File: src/rtl/core/drdf_pkg.sv
// ----------------------------------------------------------------------------
// drdf_pkg
// Shared types and constants of the dictionary record deframer: result kinds
// and the command that travels from the parser to the result sequencer.
// ----------------------------------------------------------------------------
package drdf_pkg;

    // default number of big-endian length bytes a header may announce
    localparam int MAX_LENGTH_BYTES_DEF = 4;

    // depth of the command queue between parser and sequencer
    localparam int QUEUE_DEPTH = 4;

    // result kinds
    typedef enum logic [2:0] {
        KIND_HEADWORD   = 3'd0,
        KIND_DEFINITION = 3'd1,
        KIND_POS_INDEX  = 3'd2,
        KIND_ALTERNATE  = 3'd3,
        KIND_OTHER      = 3'd4,
        KIND_BLOCK_END  = 3'd5,
        KIND_STREAM_END = 3'd6
    } t_kind;

    // block types and byte codes
    localparam logic [3:0] TYPE_STREAM_END = 4'h4;
    localparam logic [3:0] TYPE_ENTRY_A    = 4'h1;
    localparam logic [3:0] TYPE_ENTRY_B    = 4'ha;
    localparam logic [7:0] BYTE_LF         = 8'h0a;
    localparam logic [7:0] BYTE_MARK       = 8'h14;
    localparam logic [7:0] BYTE_POS        = 8'h02;
    localparam logic [7:0] BYTE_DIGIT0     = 8'h30;
    localparam logic [7:0] POS_INDEX_MAX   = 8'd10;

    // work for the sequencer caused by one input byte
    typedef struct packed {
        logic       item_valid;  // one result from the fields below
        logic       br;          // four definition results of a line-break tag
        logic       end_valid;   // block-end result after the others
        t_kind      item_kind;
        logic [7:0] value;
        logic [7:0] alt;
        logic [3:0] block_kind;
    } t_cmd;

endpackage

File: src/rtl/core/dictionary_record_deframer_unit.sv
// ----------------------------------------------------------------------------
// dictionary_record_deframer_unit
// Deframes a decompressed dictionary byte stream into typed result beats.
// ----------------------------------------------------------------------------
// Usage:
//   Input side is a queue write port: drive i_data_byte with push high; the
//   byte is taken on a rising edge where full is low. Result side is a queue
//   read port: while empty is low the oldest result sits on o_kind, o_value,
//   o_block_kind, o_alternate_number and o_last; pop high takes it.
//   The parser takes one byte per cycle while full is low and writes at most
//   one command per byte into a four-entry queue. The sequencer turns each
//   command into one to five result beats, one beat per cycle while pop is
//   high (a line feed in a definition gives four beats, plus a block-end beat
//   if it closes the block). A byte's results pass through the queue and the
//   output register. Throughput: one byte per cycle while results are taken
//   at once and each byte gives at most one result; otherwise the sequencer's
//   one beat per cycle sets the rate, and full rises once the queue fills.
//   When the receiver holds pop low, the output register keeps its beat,
//   the queue fills and full stalls the sender; nothing is dropped.
//   Reset (synchronous, i_rst_n low) returns the parser to the header phase
//   and empties the queue and output register.
// ----------------------------------------------------------------------------
module dictionary_record_deframer_unit #(
    parameter int MAX_LENGTH_BYTES = drdf_pkg::MAX_LENGTH_BYTES_DEF
) (
    input  logic       i_clk,
    input  logic       i_rst_n,
    input  logic       push,
    output logic       full,
    input  logic [7:0] i_data_byte,
    output logic       empty,
    input  logic       pop,
    output logic [2:0] o_kind,
    output logic [7:0] o_value,
    output logic [3:0] o_block_kind,
    output logic [7:0] o_alternate_number,
    output logic       o_last
);

    logic           v_accept;
    logic           v_cmd_valid;
    drdf_pkg::t_cmd v_cmd;
    drdf_pkg::t_cmd v_head;
    logic           v_head_valid;
    logic           v_head_pop;
    logic           v_full;

    // input beat handshake
    assign v_accept = push && !v_full;
    assign full     = v_full;

    drdf_front #(
        .MAX_LENGTH_BYTES(MAX_LENGTH_BYTES)
    ) u_front (
        .i_clk       (i_clk),
        .i_rst_n     (i_rst_n),
        .i_accept    (v_accept),
        .i_data_byte (i_data_byte),
        .o_cmd_valid (v_cmd_valid),
        .o_cmd       (v_cmd)
    );

    drdf_queue u_queue (
        .i_clk        (i_clk),
        .i_rst_n      (i_rst_n),
        .i_push       (v_cmd_valid),
        .i_cmd        (v_cmd),
        .i_pop        (v_head_pop),
        .o_head       (v_head),
        .o_head_valid (v_head_valid),
        .o_full       (v_full)
    );

    drdf_back u_back (
        .i_clk              (i_clk),
        .i_rst_n            (i_rst_n),
        .i_head             (v_head),
        .i_head_valid       (v_head_valid),
        .o_head_pop         (v_head_pop),
        .i_pop              (pop),
        .o_empty            (empty),
        .o_kind             (o_kind),
        .o_value            (o_value),
        .o_block_kind       (o_block_kind),
        .o_alternate_number (o_alternate_number),
        .o_last             (o_last)
    );

endmodule

File: src/rtl/core/drdf_front.sv
// ----------------------------------------------------------------------------
// drdf_front
// Block and field parser: consumes one stream byte per accepted beat, keeps
// the framing state and issues at most one command per byte.
// ----------------------------------------------------------------------------
module drdf_front #(
    parameter int MAX_LENGTH_BYTES = drdf_pkg::MAX_LENGTH_BYTES_DEF
) (
    input  logic           i_clk,
    input  logic           i_rst_n,
    input  logic           i_accept,
    input  logic [7:0]     i_data_byte,
    output logic           o_cmd_valid,
    output drdf_pkg::t_cmd o_cmd
);

    localparam int PW = 8 * MAX_LENGTH_BYTES;

    typedef enum logic [3:0] {
        PH_HEADER, PH_LENGTH, PH_RAW, PH_HW_LEN, PH_HW, PH_DEF_HI, PH_DEF_LO,
        PH_DEF, PH_DEF_POS, PH_DEF_SKIP, PH_ALT_LEN, PH_ALT
    } t_phase;

    t_phase          r_phase, n_phase;
    logic [3:0]      r_type, n_type;
    logic [2:0]      r_len_left, n_len_left;
    logic [PW-1:0]   r_payload, n_payload;
    logic [15:0]     r_field, n_field;
    logic [7:0]      r_alt_cnt, n_alt_cnt;
    logic            r_marker, n_marker;
    drdf_pkg::t_cmd  v_cmd;

    // next-state and command decode for the byte on the input
    always_comb begin
        logic [3:0] v_hi;
        logic       v_eligible;
        logic       v_body;
        v_hi       = i_data_byte[7:4];
        v_eligible = (r_field >= 16'd3);
        v_body     = 1'b0;
        n_phase    = r_phase;
        n_type     = r_type;
        n_len_left = r_len_left;
        n_payload  = r_payload;
        n_field    = r_field;
        n_alt_cnt  = r_alt_cnt;
        n_marker   = r_marker;
        v_cmd      = '0;

        case (r_phase)
            PH_HEADER: begin
                n_type     = i_data_byte[3:0];
                n_marker   = 1'b0;
                n_alt_cnt  = 8'd0;
                n_field    = 16'd0;
                n_len_left = 3'd0;
                n_payload  = '0;
                if (i_data_byte[3:0] == drdf_pkg::TYPE_STREAM_END) begin
                    v_cmd.item_valid = 1'b1;
                    v_cmd.item_kind  = drdf_pkg::KIND_STREAM_END;
                end else if (v_hi < 4'd4) begin
                    if ((3'(v_hi[1:0]) + 3'd1) > 3'(MAX_LENGTH_BYTES)) begin
                        v_cmd.end_valid = 1'b1;
                    end else begin
                        n_len_left = 3'(v_hi[1:0]) + 3'd1;
                        n_phase    = PH_LENGTH;
                    end
                end else begin
                    n_payload = PW'(v_hi - 4'd4);
                    if (v_hi == 4'd4) begin
                        v_cmd.end_valid = 1'b1;
                    end else if (i_data_byte[3:0] == drdf_pkg::TYPE_ENTRY_A ||
                                 i_data_byte[3:0] == drdf_pkg::TYPE_ENTRY_B) begin
                        n_phase = PH_HW_LEN;
                    end else begin
                        n_phase = PH_RAW;
                    end
                end
            end
            PH_LENGTH: begin
                n_payload = PW'({r_payload, i_data_byte});
                if (r_len_left != 3'd0) begin
                    n_len_left = r_len_left - 3'd1;
                end
                if (n_len_left == 3'd0) begin
                    if (n_payload == '0) begin
                        v_cmd.end_valid = 1'b1;
                        n_phase         = PH_HEADER;
                    end else if (r_type == drdf_pkg::TYPE_ENTRY_A ||
                                 r_type == drdf_pkg::TYPE_ENTRY_B) begin
                        n_phase = PH_HW_LEN;
                    end else begin
                        n_phase = PH_RAW;
                    end
                end
            end
            PH_HW_LEN: begin
                v_body  = 1'b1;
                n_field = {8'd0, i_data_byte};
                n_phase = (i_data_byte != 8'd0) ? PH_HW : PH_DEF_HI;
            end
            PH_HW: begin
                v_body           = 1'b1;
                v_cmd.item_valid = 1'b1;
                v_cmd.item_kind  = drdf_pkg::KIND_HEADWORD;
                v_cmd.value      = i_data_byte;
                if (r_field != 16'd0) begin
                    n_field = r_field - 16'd1;
                end
                if (n_field == 16'd0) begin
                    n_phase = PH_DEF_HI;
                end
            end
            PH_DEF_HI: begin
                v_body  = 1'b1;
                n_field = {i_data_byte, 8'd0};
                n_phase = PH_DEF_LO;
            end
            PH_DEF_LO: begin
                v_body   = 1'b1;
                n_field  = r_field | {8'd0, i_data_byte};
                n_marker = 1'b0;
                n_phase  = (n_field != 16'd0) ? PH_DEF : PH_ALT_LEN;
            end
            PH_DEF: begin
                v_body = 1'b1;
                if (r_marker && i_data_byte == drdf_pkg::BYTE_POS) begin
                    // marker completed: next byte carries the index
                    n_marker = 1'b0;
                    if (r_field != 16'd0) begin
                        n_field = r_field - 16'd1;
                    end
                    n_phase = PH_DEF_POS;
                end else begin
                    n_marker = 1'b0;
                    if (i_data_byte == drdf_pkg::BYTE_LF) begin
                        v_cmd.br = 1'b1;
                    end else if (i_data_byte == drdf_pkg::BYTE_MARK) begin
                        n_marker = v_eligible;
                    end else begin
                        v_cmd.item_valid = 1'b1;
                        v_cmd.item_kind  = drdf_pkg::KIND_DEFINITION;
                        v_cmd.value      = i_data_byte;
                    end
                    if (r_field != 16'd0) begin
                        n_field = r_field - 16'd1;
                    end
                    if (n_field == 16'd0) begin
                        n_marker = 1'b0;
                        n_phase  = PH_ALT_LEN;
                    end
                end
            end
            PH_DEF_POS: begin
                v_body = 1'b1;
                if (i_data_byte >= drdf_pkg::BYTE_DIGIT0 &&
                    (i_data_byte - drdf_pkg::BYTE_DIGIT0) <= drdf_pkg::POS_INDEX_MAX) begin
                    v_cmd.item_valid = 1'b1;
                    v_cmd.item_kind  = drdf_pkg::KIND_POS_INDEX;
                    v_cmd.value      = i_data_byte - drdf_pkg::BYTE_DIGIT0;
                end
                if (r_field != 16'd0) begin
                    n_field = r_field - 16'd1;
                end
                n_phase = (n_field != 16'd0) ? PH_DEF_SKIP : PH_ALT_LEN;
            end
            PH_DEF_SKIP: begin
                v_body = 1'b1;
                if (r_field != 16'd0) begin
                    n_field = r_field - 16'd1;
                end
                if (n_field == 16'd0) begin
                    n_phase = PH_ALT_LEN;
                end
            end
            PH_ALT_LEN: begin
                v_body  = 1'b1;
                n_field = {8'd0, i_data_byte};
                if (r_alt_cnt != 8'hff) begin
                    n_alt_cnt = r_alt_cnt + 8'd1;
                end
                n_phase = (i_data_byte != 8'd0) ? PH_ALT : PH_ALT_LEN;
            end
            PH_ALT: begin
                v_body           = 1'b1;
                v_cmd.item_valid = 1'b1;
                v_cmd.item_kind  = drdf_pkg::KIND_ALTERNATE;
                v_cmd.value      = i_data_byte;
                v_cmd.alt        = r_alt_cnt;
                if (r_field != 16'd0) begin
                    n_field = r_field - 16'd1;
                end
                if (n_field == 16'd0) begin
                    n_phase = PH_ALT_LEN;
                end
            end
            PH_RAW: begin
                v_body           = 1'b1;
                v_cmd.item_valid = 1'b1;
                v_cmd.item_kind  = drdf_pkg::KIND_OTHER;
                v_cmd.value      = i_data_byte;
            end
            default: begin
                n_phase = PH_HEADER;
            end
        endcase

        // payload count runs down on every body byte
        if (v_body) begin
            if (r_payload != '0) begin
                n_payload = r_payload - PW'(1);
            end
            if (n_payload == '0) begin
                n_phase         = PH_HEADER;
                n_marker        = 1'b0;
                v_cmd.end_valid = 1'b1;
            end
        end

        v_cmd.block_kind = n_type;
    end

    assign o_cmd       = v_cmd;
    assign o_cmd_valid = i_accept && (v_cmd.item_valid || v_cmd.br || v_cmd.end_valid);

    // framing state
    always_ff @(posedge i_clk) begin
        if (!i_rst_n) begin
            r_phase    <= PH_HEADER;
            r_type     <= 4'd0;
            r_len_left <= 3'd0;
            r_payload  <= '0;
            r_field    <= 16'd0;
            r_alt_cnt  <= 8'd0;
            r_marker   <= 1'b0;
        end else if (i_accept) begin
            r_phase    <= n_phase;
            r_type     <= n_type;
            r_len_left <= n_len_left;
            r_payload  <= n_payload;
            r_field    <= n_field;
            r_alt_cnt  <= n_alt_cnt;
            r_marker   <= n_marker;
        end
    end

endmodule

File: src/rtl/core/drdf_queue.sv
// ----------------------------------------------------------------------------
// drdf_queue
// Short command queue that decouples the parser from the result sequencer.
// ----------------------------------------------------------------------------
module drdf_queue (
    input  logic           i_clk,
    input  logic           i_rst_n,
    input  logic           i_push,
    input  drdf_pkg::t_cmd i_cmd,
    input  logic           i_pop,
    output drdf_pkg::t_cmd o_head,
    output logic           o_head_valid,
    output logic           o_full
);

    localparam int DEPTH = drdf_pkg::QUEUE_DEPTH;
    localparam int AW    = $clog2(DEPTH);

    drdf_pkg::t_cmd r_mem [DEPTH];
    logic [AW-1:0]  r_wr_ptr;
    logic [AW-1:0]  r_rd_ptr;
    logic [AW:0]    r_count;

    assign o_full       = (r_count == (AW+1)'(DEPTH));
    assign o_head_valid = (r_count != '0);
    assign o_head       = r_mem[r_rd_ptr];

    // storage
    always_ff @(posedge i_clk) begin
        if (i_push) begin
            r_mem[r_wr_ptr] <= i_cmd;
        end
    end

    // pointers and fill count
    always_ff @(posedge i_clk) begin
        if (!i_rst_n) begin
            r_wr_ptr <= '0;
            r_rd_ptr <= '0;
            r_count  <= '0;
        end else begin
            if (i_push) begin
                r_wr_ptr <= r_wr_ptr + AW'(1);
            end
            if (i_pop) begin
                r_rd_ptr <= r_rd_ptr + AW'(1);
            end
            if (i_push && !i_pop) begin
                r_count <= r_count + (AW+1)'(1);
            end else if (!i_push && i_pop) begin
                r_count <= r_count - (AW+1)'(1);
            end
        end
    end

`ifndef NO_ASSERTIONS
    a_count_bound: assert property (@(posedge i_clk) disable iff (!i_rst_n)
        r_count <= (AW+1)'(DEPTH))
        else $error("queue count above depth");
    a_no_overflow: assert property (@(posedge i_clk) disable iff (!i_rst_n)
        !(i_push && o_full))
        else $error("push into full queue");
    a_no_underflow: assert property (@(posedge i_clk) disable iff (!i_rst_n)
        !(i_pop && !o_head_valid))
        else $error("pop from empty queue");
    a_push_fills: assert property (@(posedge i_clk) disable iff (!i_rst_n)
        (i_push && !i_pop) |=> o_head_valid)
        else $error("queue empty after push");
`endif

endmodule

File: src/rtl/core/drdf_back.sv
// ----------------------------------------------------------------------------
// drdf_back
// Result sequencer: expands each queued command into one to five result
// beats and holds the oldest result in the output register.
// ----------------------------------------------------------------------------
module drdf_back (
    input  logic           i_clk,
    input  logic           i_rst_n,
    input  drdf_pkg::t_cmd i_head,
    input  logic           i_head_valid,
    output logic           o_head_pop,
    input  logic           i_pop,
    output logic           o_empty,
    output logic [2:0]     o_kind,
    output logic [7:0]     o_value,
    output logic [3:0]     o_block_kind,
    output logic [7:0]     o_alternate_number,
    output logic           o_last
);

    // line-break tag bytes, first byte in the top lane
    localparam logic [31:0] BR_TAG = 32'h3c62723e;

    logic            r_valid;
    drdf_pkg::t_kind r_kind;
    logic [7:0]      r_value;
    logic [3:0]      r_block_kind;
    logic [7:0]      r_alt;
    logic            r_last;
    logic [2:0]      r_step;

    logic [2:0]      v_nbytes;
    logic [2:0]      v_total;
    logic            v_load;
    logic            v_is_end;
    drdf_pkg::t_kind v_kind;
    logic [7:0]      v_value;
    logic [7:0]      v_alt;

    // beat selection within the head command
    always_comb begin
        if (i_head.br) begin
            v_nbytes = 3'd4;
        end else if (i_head.item_valid) begin
            v_nbytes = 3'd1;
        end else begin
            v_nbytes = 3'd0;
        end
        v_total  = v_nbytes + {2'd0, i_head.end_valid};
        v_is_end = (r_step >= v_nbytes);
        if (v_is_end) begin
            v_kind  = drdf_pkg::KIND_BLOCK_END;
            v_value = 8'd0;
            v_alt   = 8'd0;
        end else if (i_head.br) begin
            v_kind  = drdf_pkg::KIND_DEFINITION;
            case (r_step[1:0])
                2'd0:    v_value = BR_TAG[31:24];
                2'd1:    v_value = BR_TAG[23:16];
                2'd2:    v_value = BR_TAG[15:8];
                default: v_value = BR_TAG[7:0];
            endcase
            v_alt   = 8'd0;
        end else begin
            v_kind  = i_head.item_kind;
            v_value = i_head.value;
            v_alt   = i_head.alt;
        end
    end

    assign v_load     = i_head_valid && (!r_valid || i_pop);
    assign o_head_pop = v_load && (r_step == v_total - 3'd1);

    // step counter and output register
    always_ff @(posedge i_clk) begin
        if (!i_rst_n) begin
            r_valid <= 1'b0;
            r_step  <= 3'd0;
        end else begin
            if (v_load) begin
                r_valid <= 1'b1;
                r_step  <= o_head_pop ? 3'd0 : r_step + 3'd1;
            end else if (i_pop) begin
                r_valid <= 1'b0;
            end
        end
    end

    always_ff @(posedge i_clk) begin
        if (v_load) begin
            r_kind       <= v_kind;
            r_value      <= v_value;
            r_block_kind <= i_head.block_kind;
            r_alt        <= v_alt;
            r_last       <= (v_kind == drdf_pkg::KIND_BLOCK_END) ||
                            (v_kind == drdf_pkg::KIND_STREAM_END);
        end
    end

    assign o_empty            = !r_valid;
    assign o_kind             = r_kind;
    assign o_value            = r_value;
    assign o_block_kind       = r_block_kind;
    assign o_alternate_number = r_alt;
    assign o_last             = r_last;

`ifndef NO_ASSERTIONS
    a_step_bound: assert property (@(posedge i_clk) disable iff (!i_rst_n)
        i_head_valid |-> (r_step < v_total))
        else $error("sequencer step past command");
    a_step_idle: assert property (@(posedge i_clk) disable iff (!i_rst_n)
        !i_head_valid |-> (r_step == 3'd0))
        else $error("sequencer step without command");
`endif

endmodule

File: config.mk
export PLATFORM = sky130hd
export DESIGN_NAME = dictionary_record_deframer_unit
export DESIGN_NICKNAME = d
export VERILOG_FILES = /design/src/rtl/core/drdf_pkg.sv /design/src/rtl/core/dictionary_record_deframer_unit.sv /design/src/rtl/core/drdf_front.sv /design/src/rtl/core/drdf_queue.sv /design/src/rtl/core/drdf_back.sv
export SDC_FILE = /design/constraint.sdc
export NUM_CORES = 1
export LEC_CHECK = 0
export BUFFER_PORTS_ARGS = -buffer_cell sky130_fd_sc_hd__buf_2
export CORE_UTILIZATION = 45
export DETAILED_ROUTE_END_ITERATION = 8
export GPL_ROUTABILITY_DRIVEN = 0
export PLACE_DENSITY_LB_ADDON = 0.25
export SYNTH_ARGS = -nofsm -noshare
export SYNTH_HDL_FRONTEND = slang
export SYNTH_HIERARCHICAL = 1
export SYNTH_SLANG_ARGS = --single-unit
File: constraint.sdc
create_clock -name i_clk -period 8.8 [get_ports i_clk]
set_input_delay 0 -clock i_clk [delete_from_list [all_inputs] [get_ports i_clk]]
set_output_delay 0 -clock i_clk [all_outputs]
set_load 0.01 [all_outputs]
==> results.md <==
* Result of the run: finished, final reports clean
* Crit. Startpoint: u_front/r_payload[0]$_SDFFE_PN0P_
* DRT Pass-1 Iters at 5
* Mean post-synth cell area at ~10 sq um
* Final net count at approximately 1200
* Total Routed Length at approximately 28 mm
* Fmax at around 200 MHz
* H-tree level count at 1
* Critical Path Source Type: flop
* Final WS setup at 3.81 ns
* Worst setup endpoint: u_queue/r_count[2]$_SDFFE_PN0P_
* Yosys warnings at 6
* Depth of the worst register-to-register path at 17
* Number of synthesized register bits at 209
* Clk_skew at 0.0172 ns
* Min-Delay Path Class: input port to flop
* Number of cells on the worst hold path at 3
* Antenna violations before repair at 0
* Crit Path Max Fanout at 8
* Area added between synthesis and finish at 10.4%
* Launch point of the worst reg-to-reg path: u_front/r_payload[0]$_SDFFE_PN0P_
* Global-route wire length before repair at 44.9 mm
* Mapped cell area at between 0.01 and 0.015 sq mm
* Sequential area share after synthesis at between 40% and 50%
* Count of flip-flops with a built-in enable after synthesis at ~130
* Clock tree buffer depth at 3
* Setup slack of the most critical reg-to-reg path at around 3.8 ns
* Critical R2R Capture: u_queue/r_count[2]$_SDFFE_PN0P_
* Proportion of layout cells with a drive suffix above 1 at between 10% and 20%
* Endpoint required time on the critical path at 9.25 ns
* Final count of pins violating max slew at 0
* Setup crit end kind: flop
* Combined global-route utilization of all metal layers at a little over a fifth
* Area contributors post-synth: sky130_fd_sc_hd__edfxtp_1, sky130_fd_sc_hd__dfxtp_1, sky130_fd_sc_hd__mux4_2
* Fillers at around 2200
* Static power due to leakage at 0.00451 uW
* Via count at around 8900
* Final Hold Violating Endpoints at 0
* Final design area excluding fillers at 0.0125 sq mm
* Placement Rows at 57
* Final critical-path required period at 4.99 ns
* Final routed wire length divided by cell count at between 15 and 20 um
* Hold slack at 0.0614 ns
* CTS tree: built
* Clock Latency Late Sink at 0.53 ns
* Area fraction of the dominant cell type after synthesis at between 30% and 40%
* Worst-path clk slew at approximately 0.06 ns
* Die height at around 160 um
* Reported max-cap violation count at 0
* Flip-flop cell with the highest count after synthesis: sky130_fd_sc_hd__edfxtp_1
* Number of DRC violations after detailed-routing iteration 0 at 918
* Vias in the first global route at around 8500
* Count of distinct cell types in the synthesized netlist at a little over 80
* Clk sink count at 209
* Port bufs at 37
* Area of the core at 0.0245 sq mm
* Async set-or-reset flop fraction in the synthesized netlist at 0%
* Peak supply drop at between 150 and 200 uV
* Start-to-end type of the worst setup path: flop to flop
* Final ANT Viol Nets at 0
* Max-Slew Margin vs Limit at between 10% and 20%
* Dpl ws at roughly 3.9 ns
* CP arrival at 5.44 ns
* Antenna Diode Count at 0
* Count of pins on the block boundary at 38
* Vias per std cell at 6.05
* Total negative slack for setup checks at 0 ns
* Total global routing overflow at 0
* Worst slew pin tran at 1.21 ns
* Final period utilization at approximately 57%
* Setup fix buffers added after clock tree synthesis at 0
* Die area at roughly 0.026 sq mm
* Largest net degree at the start of global routing at between 60 and 70
* Initial core utilization at a little under half
* Inserted Clock Buffers at 23
* Post-place instance area at 0.0117 sq mm
* Chip Width at 161 um
* Cell accounting for the most synthesized area: sky130_fd_sc_hd__edfxtp_1
* Number of nets produced by synthesis at approximately 1200
* DP Wirelength at 17.8 mm
* Root Buffer Master: sky130_fd_sc_hd__clkbuf_16
* Power per standard cell area at 285 mW/mm^2
* Setup repair after global routing missed its margin: false
* Resized cells post-CTS at 0
* Setup violations, final at 0
* Gate count of the mapped netlist at around 1100
* Detailed-route DRC error count at 0
## per-stage QoR
step,utilization [%],total power [uW],instances
CTS,51.1,3570,1475
finish,51.1,3570,1475
floorplan,-,2260,1132
detailed placement,47.7,2560,1427
global route,51.1,3760,1475
global placement,47.7,2550,1427
## sequential cells by signal, summed over array words and instances (netlist names), 2 cells and up, named ones only
name                       flops
u_back/o_kind                  3
u_front/r_phase                4
u_front/r_field               16
u_queue/r_rd_ptr               2
u_front/r_len_left             3
u_front/r_alt_cnt              8
u_queue/r_mem                104
u_back/o_alternate_number      8
u_back/o_block_kind            4
u_front/r_type                 4
u_queue/r_wr_ptr               2
u_front/r_payload             32
u_queue/r_count                3
u_back/o_value                 8
u_back/r_step                  3
## kinds of logic after synthesis
logic type,synth area share (%)
compound gates,15.1
xor+xnor,2.47
fa+ha+maj,2.49
buf+inv,4.67
flops,48.2
mux,6.83
simple gates,20.3
## cells in the mapped netlist (all sizes together), types with 5 or more instances
| cell | count |
|---|---|
| nand2b | 9 |
| nor3b | 12 |
| nor2b | 12 |
| o22ai | 9 |
| or2 | 6 |
| nor4 | 25 |
| clkbuf | 69 |
| and3 | 16 |
| o21ai | 74 |
| a31oi | 10 |
| ha | 21 |
| nor2 | 100 |
| inv | 38 |
| nand3 | 24 |
| a221oi | 8 |
| dfxtp | 81 |
| mux2i | 10 |
| and2 | 32 |
| xor2 | 17 |
| mux2 | 6 |
| a211oi | 11 |
| a22o | 5 |
| xnor2 | 15 |
| a32oi | 5 |
| a221o | 5 |
| or4 | 12 |
| mux4 | 26 |
| edfxtp | 128 |
| nand2 | 104 |
| a21boi | 6 |
| or3 | 13 |
| nor3 | 51 |
| a21oi | 60 |
| a22oi | 30 |
| buf | 14 |
| nand4 | 8 |
## final cells by class
| class | count | area, sq um | share of cell area, % |
|---|---|---|---|
| Multi-Input combinational cell | 802 | 5370 | 42.8 |
| Tap cell | 324 | 405 | 3.23 |
| Timing Repair Buffer | 60 | 373 | 2.97 |
| Inverter | 38 | 143 | 1.14 |
| Clock inverter | 15 | 188 | 1.50 |
| Sequential cell | 209 | 5470 | 43.6 |
| Clock buffer | 27 | 591 | 4.71 |
## critical path: stages, from the launching register on
cell and delay, ns:
sky130_fd_sc_hd__dfxtp_1 0.37, sky130_fd_sc_hd__inv_1 0.13, sky130_fd_sc_hd__ha_1 0.24, sky130_fd_sc_hd__or4b_1 0.60
sky130_fd_sc_hd__or3_1 0.46, sky130_fd_sc_hd__xnor2_1 0.15, sky130_fd_sc_hd__or4_1 0.45, sky130_fd_sc_hd__nor3_1 0.21
sky130_fd_sc_hd__a31oi_1 0.11, sky130_fd_sc_hd__or3_4 0.40, sky130_fd_sc_hd__nand2_2 0.13, sky130_fd_sc_hd__o31a_1 0.29
sky130_fd_sc_hd__ha_1 0.23, sky130_fd_sc_hd__inv_1 0.07, sky130_fd_sc_hd__fa_1 0.43, sky130_fd_sc_hd__xor2_1 0.18
sky130_fd_sc_hd__or3_1 0.30, sky130_fd_sc_hd__a21boi_0 0.16
## where the power goes
| part | leakage (uW) | switching, uW | total [uW] | internal (uW) |
|---|---|---|---|---|
| clock network | 0.000389 | 405 | 1010 | 601 |
| registers | 0.00183 | 118 | 1330 | 1210 |
| logic | 0.00228 | 761 | 1230 | 470 |
| total | 0.00451 | 1280 | 3570 | 2290 |
## cell usage in the layout (no fill, tap or decap), types with 10 or more instances in the layout
master and count:
sky130_fd_sc_hd__or3_1 12, sky130_fd_sc_hd__nor3b_1 12, sky130_fd_sc_hd__inv_1 37, sky130_fd_sc_hd__nand3_1 24, sky130_fd_sc_hd__a211oi_1 10, sky130_fd_sc_hd__buf_2 37
sky130_fd_sc_hd__and3_1 16, sky130_fd_sc_hd__xnor2_1 15, sky130_fd_sc_hd__nor3_1 46, sky130_fd_sc_hd__mux4_2 20, sky130_fd_sc_hd__buf_4 17, sky130_fd_sc_hd__clkbuf_16 23
sky130_fd_sc_hd__mux2i_1 10, sky130_fd_sc_hd__and2_1 32, sky130_fd_sc_hd__a21oi_1 60, sky130_fd_sc_hd__dfxtp_1 80, sky130_fd_sc_hd__nor2_1 100, sky130_fd_sc_hd__nor4_1 25
sky130_fd_sc_hd__edfxtp_1 128, sky130_fd_sc_hd__xor2_1 17, sky130_fd_sc_hd__nand2_1 103, sky130_fd_sc_hd__ha_1 21, sky130_fd_sc_hd__a22oi_1 30, sky130_fd_sc_hd__nor2b_1 11
sky130_fd_sc_hd__o21ai_0 71, sky130_fd_sc_hd__or4_1 10
## timing repair
item                                    4_1_cts  5_1_grt
hold buffers                                  6        0
hold endpoints to repair                     26        0
endpoints found under the setup margin        0        0
## worst min-delay path by stage
stage,end,slack (ns),start
6_report,u_queue/r_mem[1][18]$_DFFE_PP_,0.06,i_data_byte[6]
5_1_grt,u_queue/r_mem[1][18]$_DFFE_PP_,0.07,i_data_byte[6]
4_1_cts,u_queue/r_mem[1][18]$_DFFE_PP_,0.03,i_data_byte[6]
2_1_floorplan,u_front/r_len_left[0]$_SDFFE_PN0P_,0.12,i_rst_n
3_3_place_gp,u_back/r_valid$_SDFFE_PN0P_,0.30,pop
3_5_place_dp,u_back/r_valid$_SDFFE_PN0P_,0.32,pop
## metal layers
| metal | part of all wire [%] | global-route usage (%) |
|---|---|---|
| met2 | 46 | 34.5 |
| met3 | 6.7 | 3.41 |
| met5 | 0 | 0 |
| met4 | 2.7 | 7.29 |
| met1 | 45 | 29.5 |
(Power assumes the default switching activity.)
